$ cat src/sv/rlms_pkg.sv
// ----------------------------------------------------------------------------
// rlms_pkg: shared types and constants for the RGB LED matrix scan driver
// Opcodes, colour phases, register indexes and the structs passed between
// the frame buffer, the scan sequencer and the top level.
// ----------------------------------------------------------------------------
`default_nettype none

package rlms_pkg;

  localparam int unsigned BUF_ROWS  = 8;   // rows held in the frame buffer
  localparam int unsigned COL_W     = 3;
  localparam int unsigned ROW_W     = 3;
  localparam int unsigned BYTE_W    = 8;
  localparam int unsigned ROW_BITS  = 24;  // red, green, blue bytes
  localparam int unsigned DWELL_W   = 16;
  localparam int unsigned CFG_IDX_W = 2;

  localparam logic [ROW_BITS-1:0] ROW_OFF   = '1;   // every LED dark
  localparam logic [BYTE_W-1:0]   BYTE_OFF  = 8'hFF;

  localparam logic [DWELL_W-1:0]  RED_DWELL_RST   = 16'd100;
  localparam logic [DWELL_W-1:0]  GREEN_DWELL_RST = 16'd70;
  localparam logic [DWELL_W-1:0]  BLUE_DWELL_RST  = 16'd60;

  // bit positions of the three colour bytes within a buffer row
  localparam int unsigned RED_BASE   = 16;
  localparam int unsigned GREEN_BASE = 8;
  localparam int unsigned BLUE_BASE  = 0;

  typedef enum logic [1:0] {
    OP_SET_PIXEL = 2'd0,
    OP_CLEAR     = 2'd1,
    OP_TICK      = 2'd2
  } rlms_op_t;

  typedef enum logic [1:0] {
    PHASE_RED   = 2'd0,
    PHASE_BLUE  = 2'd1,
    PHASE_GREEN = 2'd2
  } rlms_phase_t;

  typedef enum logic [CFG_IDX_W-1:0] {
    REG_RED_DWELL   = 2'd0,
    REG_GREEN_DWELL = 2'd1,
    REG_BLUE_DWELL  = 2'd2
  } rlms_reg_t;

  // buffer update command
  typedef struct packed {
    logic             set_en;
    logic             clear;
    logic [ROW_W-1:0] row;
    logic [COL_W-1:0] col;
    logic             red_on;
    logic             green_on;
    logic             blue_on;
  } rlms_wr_t;

  // one emitted frame
  typedef struct packed {
    logic [BYTE_W-1:0] red_byte;
    logic [BYTE_W-1:0] blue_byte;
    logic [BYTE_W-1:0] green_byte;
    logic [BYTE_W-1:0] row_select;
    logic [ROW_W-1:0]  row_idx;
    logic [1:0]        phase;
  } rlms_frame_t;

endpackage

`default_nettype wire

$ cat src/sv/rlms_frame_buf.sv
// ----------------------------------------------------------------------------
// rlms_frame_buf: 8-row active-low colour frame buffer
// Single pixel writes, whole-buffer clear, one read port at the scan row.
// ----------------------------------------------------------------------------
`default_nettype none

module rlms_frame_buf (
  input  wire logic                            clk,
  input  wire logic                            rst_n,
  input  wire rlms_pkg::rlms_wr_t              wr,
  input  wire logic [rlms_pkg::ROW_W-1:0]      rd_row,
  output logic      [rlms_pkg::ROW_BITS-1:0]   rd_data
);
  import rlms_pkg::*;

  logic [ROW_BITS-1:0] rows_r   [BUF_ROWS];
  logic [ROW_BITS-1:0] row_upd;

  // patch the three colour bits of the addressed pixel; 0 lights the LED
  always_comb begin
    row_upd = rows_r[wr.row];
    row_upd[RED_BASE   + 32'(wr.col)] = ~wr.red_on;
    row_upd[GREEN_BASE + 32'(wr.col)] = ~wr.green_on;
    row_upd[BLUE_BASE  + 32'(wr.col)] = ~wr.blue_on;
  end

  always_ff @(posedge clk) begin
    if (!rst_n || wr.clear) begin
      for (int i = 0; i < BUF_ROWS; i++) begin
        rows_r[i] <= ROW_OFF;
      end
    end else if (wr.set_en) begin
      rows_r[wr.row] <= row_upd;
    end
  end

  assign rd_data = rows_r[rd_row];

endmodule

`default_nettype wire

$ cat src/sv/rlms_scan.sv
// ----------------------------------------------------------------------------
// rlms_scan: row and colour phase sequencer with dwell timer
// Holds the dwell registers, steps red, blue, green per row on ticks.
// ----------------------------------------------------------------------------
`default_nettype none

module rlms_scan #(
  parameter int unsigned ROW_COUNT = 8
) (
  input  wire logic                             clk,
  input  wire logic                             rst_n,
  input  wire logic                             cfg_we,
  input  wire logic [rlms_pkg::CFG_IDX_W-1:0]   cfg_idx,
  input  wire logic [rlms_pkg::DWELL_W-1:0]     cfg_val,
  input  wire logic                             tick,
  input  wire logic [rlms_pkg::ROW_BITS-1:0]    row_data,
  output logic      [rlms_pkg::ROW_W-1:0]       scan_row,
  output logic                                  emit,
  output rlms_pkg::rlms_frame_t                 frame
);
  import rlms_pkg::*;

  logic [DWELL_W-1:0] red_dwell_r, green_dwell_r, blue_dwell_r;
  logic [ROW_W-1:0]   row_r, row_nxt;
  rlms_phase_t        phase_r, phase_nxt;
  logic [DWELL_W-1:0] dwell_r, dwell_nxt, dwell_base, dwell_load;
  logic [ROW_W:0]     row_inc;

  assign emit     = tick && (dwell_r == '0);
  assign scan_row = row_r;
  assign row_inc  = {1'b0, row_r} + (ROW_W+1)'(1);

  always_comb begin
    frame.red_byte   = BYTE_OFF;
    frame.blue_byte  = BYTE_OFF;
    frame.green_byte = BYTE_OFF;
    frame.row_select = BYTE_W'(1) << row_r;
    frame.row_idx    = row_r;
    frame.phase      = phase_r;
    row_nxt          = row_r;
    phase_nxt        = phase_r;
    case (phase_r)
      PHASE_RED: begin
        frame.red_byte = row_data[RED_BASE +: BYTE_W];
        dwell_load     = red_dwell_r;
        phase_nxt      = PHASE_BLUE;
      end
      PHASE_BLUE: begin
        frame.blue_byte = row_data[BLUE_BASE +: BYTE_W];
        dwell_load      = blue_dwell_r;
        phase_nxt       = PHASE_GREEN;
      end
      default: begin
        frame.green_byte = row_data[GREEN_BASE +: BYTE_W];
        dwell_load       = green_dwell_r;
        phase_nxt        = PHASE_RED;
        // wrap after the last scanned row
        row_nxt = (row_inc >= (ROW_W+1)'(ROW_COUNT)) ? '0 : row_inc[ROW_W-1:0];
      end
    endcase
    dwell_base = emit ? dwell_load : dwell_r;
    dwell_nxt  = (dwell_base == '0) ? '0 : dwell_base - DWELL_W'(1);
  end

  always_ff @(posedge clk) begin
    if (!rst_n) begin
      red_dwell_r   <= RED_DWELL_RST;
      green_dwell_r <= GREEN_DWELL_RST;
      blue_dwell_r  <= BLUE_DWELL_RST;
      row_r         <= '0;
      phase_r       <= PHASE_RED;
      dwell_r       <= '0;
    end else begin
      if (cfg_we) begin
        case (cfg_idx)
          REG_RED_DWELL:   red_dwell_r   <= cfg_val;
          REG_GREEN_DWELL: green_dwell_r <= cfg_val;
          REG_BLUE_DWELL:  blue_dwell_r  <= cfg_val;
          default: ;
        endcase
      end
      if (tick) begin
        dwell_r <= dwell_nxt;
        if (emit) begin
          row_r   <= row_nxt;
          phase_r <= phase_nxt;
        end
      end
    end
  end

endmodule

`default_nettype wire

$ cat src/sv/rgb_led_matrix_scan_driver_core.sv
// ----------------------------------------------------------------------------
// rgb_led_matrix_scan_driver_core: scan driver for a common-anode RGB matrix
// Frame buffer, phase sequencer and frame output register.
// ----------------------------------------------------------------------------
// Usage:
//   Input channel (in_valid / in_stall) takes one command word per cycle unless
//   stalled: set pixel, clear screen or a one-microsecond tick. Set pixel and clear
//   only update the frame buffer and produce no output. A tick whose dwell
//   count has run out emits one frame word on the output channel
//   (out_valid / out_stall): red, blue and green column bytes (255 for the
//   two colours not in phase), the one-hot row select, the row index and the
//   colour phase; the dwell counter is then reloaded for that colour.
//   An accepted word is registered in the input register and its frame, if
//   any, then in the output register. Throughput: one word per cycle unless
//   stalled, set by the single input register feeding the output register.
//   Stall: while a frame waits under out_stall, the next word waits in the
//   input register and in_stall rises; the buffer and scan state then hold.
//   Configuration (cfg_valid / cfg_ready, always ready) sets the red, green
//   and blue dwell registers; write only while the block is idle.
//   Reset (rst_n, synchronous): buffer all dark, scan at row 0 red, dwell
//   count zero, dwell registers 100 / 70 / 60, both channels empty.
// ----------------------------------------------------------------------------
`default_nettype none

module rgb_led_matrix_scan_driver_core #(
  parameter int unsigned ROW_COUNT = 8
) (
  input  wire logic                            clk,
  input  wire logic                            rst_n,
  // command words
  input  wire logic                            in_valid,
  output logic                                 in_stall,
  input  wire logic [1:0]                      in_opcode,
  input  wire logic [rlms_pkg::COL_W-1:0]      in_pixel_column,
  input  wire logic [rlms_pkg::ROW_W-1:0]      in_pixel_row,
  input  wire logic                            in_red_on,
  input  wire logic                            in_green_on,
  input  wire logic                            in_blue_on,
  // frame words
  output logic                                 out_valid,
  input  wire logic                            out_stall,
  output logic      [rlms_pkg::BYTE_W-1:0]     out_red_byte,
  output logic      [rlms_pkg::BYTE_W-1:0]     out_blue_byte,
  output logic      [rlms_pkg::BYTE_W-1:0]     out_green_byte,
  output logic      [rlms_pkg::BYTE_W-1:0]     out_row_select,
  output logic      [rlms_pkg::ROW_W-1:0]      out_scan_row_index,
  output logic      [1:0]                      out_color_phase,
  // configuration
  input  wire logic                            cfg_valid,
  output logic                                 cfg_ready,
  input  wire logic [rlms_pkg::CFG_IDX_W-1:0]  cfg_index,
  input  wire logic [rlms_pkg::DWELL_W-1:0]    cfg_data
);
  import rlms_pkg::*;

  // input register
  logic             in_vld_r;
  logic [1:0]       op_r;
  logic [COL_W-1:0] col_r;
  logic [ROW_W-1:0] row_r;
  logic             red_r, green_r, blue_r;

  // output register
  logic        out_vld_r;
  rlms_frame_t out_r;

  logic                fire;      // registered word is processed this cycle
  logic                advance;   // output register free to load
  rlms_wr_t            wr;
  logic [ROW_W-1:0]    scan_row;
  logic [ROW_BITS-1:0] scan_data;
  logic                emit;
  rlms_frame_t         frame;

  assign advance  = !out_vld_r || !out_stall;
  assign fire     = in_vld_r && advance;
  assign in_stall = in_vld_r && !advance;
  assign cfg_ready = 1'b1;

  // decode the held word into a buffer command; unused opcode does nothing
  always_comb begin
    wr.set_en   = fire && (op_r == OP_SET_PIXEL);
    wr.clear    = fire && (op_r == OP_CLEAR);
    wr.row      = row_r;
    wr.col      = col_r;
    wr.red_on   = red_r;
    wr.green_on = green_r;
    wr.blue_on  = blue_r;
  end

  rlms_frame_buf u_buf (
    .clk     (clk),
    .rst_n   (rst_n),
    .wr      (wr),
    .rd_row  (scan_row),
    .rd_data (scan_data)
  );

  rlms_scan #(
    .ROW_COUNT (ROW_COUNT)
  ) u_scan (
    .clk      (clk),
    .rst_n    (rst_n),
    .cfg_we   (cfg_valid && cfg_ready),
    .cfg_idx  (cfg_index),
    .cfg_val  (cfg_data),
    .tick     (fire && (op_r == OP_TICK)),
    .row_data (scan_data),
    .scan_row (scan_row),
    .emit     (emit),
    .frame    (frame)
  );

  // capture a new word whenever the register is empty or drains this cycle
  always_ff @(posedge clk) begin
    if (!rst_n) begin
      in_vld_r <= 1'b0;
    end else if (!in_stall) begin
      in_vld_r <= in_valid;
    end
  end

  always_ff @(posedge clk) begin
    if (in_valid && !in_stall) begin
      op_r    <= in_opcode;
      col_r   <= in_pixel_column;
      row_r   <= in_pixel_row;
      red_r   <= in_red_on;
      green_r <= in_green_on;
      blue_r  <= in_blue_on;
    end
  end

  // hold the frame while the receiver stalls, otherwise load or drop
  always_ff @(posedge clk) begin
    if (!rst_n) begin
      out_vld_r <= 1'b0;
    end else if (advance) begin
      out_vld_r <= fire && emit;
    end
  end

  always_ff @(posedge clk) begin
    if (fire && emit) begin
      out_r <= frame;
    end
  end

  assign out_valid          = out_vld_r;
  assign out_red_byte       = out_r.red_byte;
  assign out_blue_byte      = out_r.blue_byte;
  assign out_green_byte     = out_r.green_byte;
  assign out_row_select     = out_r.row_select;
  assign out_scan_row_index = out_r.row_idx;
  assign out_color_phase    = out_r.phase;

endmodule

`default_nettype wire

$ cat config.mk
export PLATFORM = sky130hd
export DESIGN_NAME = rgb_led_matrix_scan_driver_core
export DESIGN_NICKNAME = d
export VERILOG_FILES = /design/src/sv/rlms_pkg.sv /design/src/sv/rlms_frame_buf.sv /design/src/sv/rlms_scan.sv /design/src/sv/rgb_led_matrix_scan_driver_core.sv
export SDC_FILE = /design/constraint.sdc
export NUM_CORES = 1
export LEC_CHECK = 0
export BUFFER_PORTS_ARGS = -buffer_cell sky130_fd_sc_hd__buf_2
export CAP_MARGIN = 25
export CELL_PAD_IN_SITES_DETAIL_PLACEMENT = 0
export CELL_PAD_IN_SITES_GLOBAL_PLACEMENT = 1
export CORE_MARGIN = 1.5
export CORE_UTILIZATION = 25
export DETAILED_ROUTE_END_ITERATION = 10
export PLACE_DENSITY = 0.47
export RECOVER_POWER = 25
export SETUP_SLACK_MARGIN = 0.5
export SLEW_MARGIN = 40
export SYNTH_ARGS = -nofsm -noshare
export SYNTH_HDL_FRONTEND = slang
export SYNTH_SLANG_ARGS = --single-unit
$ cat constraint.sdc
create_clock -name clk -period 5.63 [get_ports clk]
set_input_delay 0 -clock clk [delete_from_list [all_inputs] [get_ports clk]]
set_output_delay 0 -clock clk [all_outputs]
set_load 0.05 [all_outputs]
==> metrics.md <==
| Metric | Value |
|---|---|
| Final Worst Setup Slack | 1.70 ns |
| Gp weighted congestion | 0.754 |
| Routed WL per cell | 21.2 um |
| Post-synth EDFFs | 240 |
| Mean post-synth cell area | 12.3 um^2 |
| Worst-path clk slew | 0.06 ns |
| Core area | 60,100 um^2 |
| Total area of sequential cells | 8760 um^2 |
| Failing checks | max-capacitance violations, max-slew violations |
| Global-route wire length before repair | 68.1 mm |
| Lkg Pwr | 4.68 nW |
| Hpwl dp | 27.5 mm |
| Mapped Area | 15,200 um^2 |
| Die Area | 62,100 um^2 |
| Main synth FF type | edfxtp_1 |
| Max-cap violations | 1 |
| Power, Total | 0.00538 W |
| Mapped Nets | 1,270 |
| Pre-CTS WS | 1.97 ns |
| Gr ovfl total | 0 |
| Crit. End Element | flip-flop |
| Initial antenna violation count | 0 |
| Yosys warns | 0 |
| CTS tree | yes |
| Final Critical Period | 3.93 ns |
| Reg2Reg Depth | 4 |
| Worst R2R End | out_red_byte[0] |
| Period utilization | 69.7% |
| Total CTS buffers | 39 |
| Max Fclk | 0.255 GHz |
| # fillers | 6,147 |
| Largest net degree at the start of global routing | 57 |
| Skew final | 0.0286 ns |
| Number of top-level pins | 74 |
| Buffers on Ports | 72 |
| Site Rows | 90 |
| Initial Util | 25.2% |
| Area Growth Syn to Fin | 19.3% |
| Antenna-violating nets left | 0 |
| Vias per inst | 4.72 |
| Slew headroom | -66.9% |
| Endpoint, Worst Hold | u_scan.green_dwell_r[2] |
| Remaining DRCs | 0 |
| Multi-input logic area | 6170 um^2 |
| Final antenna diode count | 0 |
| Final hold slack | 0.0873 ns |
| Final Hold Violating Endpoints | 0 |
| H-Tree Depth | 2 |
| Commonest non-fill, non-tap cell in the layout | nand2_1 |
| Routed wire length | 45.4 mm |
| Global Route Usage Sum | 14.6% |
| Hold_sp | cfg_valid |
| Cell taking the most area after synthesis | edfxtp_1 |
| Final Slew Violations | 33 |
| Hold_buf cts | 35 |
| Post-Syn Instances | 1,231 |
| Synth Register Bits | 317 |
| Most frequent cells in the layout | 361 x nand2_1, 240 x edfxtp_1, 96 x mux4_2 |
| Max Root-Sink Buffers | 3 |
| Clk_lat worst skew | 0.57 ns |
| TritonRoute pass-1 iters | 5 |
| Die height | 249 um |
| Synth cell types | 61 |
| Clock sinks | 317 |
| Result of the run | finished with violations |
| Async SR Flop Fraction | 0% |
| Setup Total Neg Slack | 0 ns |
| Sequential fraction of the synthesis area | 57.7% |
| Area share of the largest cell type after synthesis | 47.6% |
| Worst IR Drop VDD | 0.183 mV |
| Root Driver | clkbuf_16 |
| Share of cells above drive strength 1 | 19.6% |
| Worst EP arrival | 4.21 ns |
| Worst min-delay path class | in2reg |
| Routed vias | 10,128 |
| Initial DRC count | 774 |
| Measured slew at the worst slew-check pin | 2.50 ns |
| Pwr dens | 298 nW/um^2 |
| Post-CTS sizing | 0 |
| Die X | 249 um |
| Critical Path RT | 5.91 ns |
| RSZ-0062 raised after global routing | false |
| Startpoint types | flip-flop |
| Crit Path Max Fanout | 32 |
| R2R setup slack | 1.70 ns |
| Top post-synthesis cells by area | edfxtp_1 48%, mux4_2 14%, dfxtp_1 10% |
| Setup Viol. Count Final | 0 |
| Crit path kind | reg2reg |
| # nets final | 1,373 |
| Postcts setup bufs | 0 |
| Hold depth | 4 |
| Vias in the first global route | 10,524 |
[critical path: stages, from the launching register on]
cell and delay [ns]:
dfxtp_1 2.01, buf_4 0.64, mux4_2 0.56, mux2i_1 0.30, nand2_1 0.13
[through the flow]
stage | area [um^2] | utilization, % | cells
CTS | 18200 | 30.2 | 2145
floorplan | 15200 | - | 1231
finish | 18100 | 30.1 | 2145
global route | 18100 | 30.1 | 2145
global placement | 16500 | 27.5 | 2035
detailed placement | 16600 | 27.6 | 2040
[worst max path at each step]
stage,start,cells past startpoint,end
final,flip-flop,4,out_red_byte[0]
after global routing,flip-flop,4,out_red_byte[0]
after CTS,op_r[1],12,u_scan.dwell_r[0]
after detailed placement,op_r[1],12,u_scan.dwell_r[0]
after global placement,op_r[1],12,u_scan.dwell_r[0]
after floorplan,u_scan.dwell_r[3],7,u_scan.dwell_r[15]
[synthesized netlist by cell type (all sizes together) (2+ instances only)]
cell	n
a311oi	3
a22oi	3
nand4	3
nor3b	4
a21oi	80
or4	2
o21ai	44
mux4	96
o21a	5
inv	6
ha	5
mux2i	42
and3b	2
nor4	6
nand4b	3
mux2	29
nand2	361
a21boi	2
or3b	2
or3	6
o31ai	2
edfxtp	240
nor3	15
dfxtp	77
buf	27
nand3b	7
nor2b	9
a31oi	7
clkbuf	51
nor2	38
and2	7
or4b	2
o211ai	2
a2111oi	2
and3	3
nand2b	9
nand3	19
[metal layers]
layer  track usage (%)  routed length [um]
met3              2.19                1520
met2              25.5               22500
met4              3.43                 777
met5                 0                   0
met1              19.1               20600
[where the power goes]
group	leakage, nW	internal [W]	total (W)	switching [W]
Sequential	2.33	0.00254	0.00259	0.0000478
Combinational	1.78	0.000142	0.000405	0.000263
Clock	0.577	0.00136	0.00239	0.00102
[kinds of logic (layout without fill, tap and decap cells)]
group / count (synthesis) / count (layout) / synth area share [%]
simple gates: 500 / 500 / 14.4
flops: 317 / 317 / 57.7
mux: 167 / 167 / 19.2
compound gates: 156 / 156 / 5.86
buf+inv: 84 / 216 / 2.29
fa+ha+maj: 5 / 5 / 0.413
other cells: 1 / 1 / 0.0248
xor+xnor: 1 / 1 / 0.0578
[sequential cells by signal (all words and copies together), names as in the netlist, 3 cells and up, named ones only]
register,flops
u_scan.dwell_r,16
u_scan.blue_dwell_r,16
col_r,3
out_row_select,8
u_buf.rows_r,192
row_r,3
out_green_byte,8
out_blue_byte,8
out_red_byte,8
u_scan.red_dwell_r,16
u_scan.green_dwell_r,16
u_scan.scan_row,3
out_scan_row_index,3
[layout make-up]
cell class | count | area share (%)
tap | 782 | 5.41
multi-input combinational | 830 | 34.1
inverter | 6 | 0.125
clock inverter | 16 | 0.803
timing repair buffer | 140 | 5.21
clock buffer | 54 | 5.82
sequential | 317 | 48.5
Note: power is estimated with default switching activity, not from simulation.
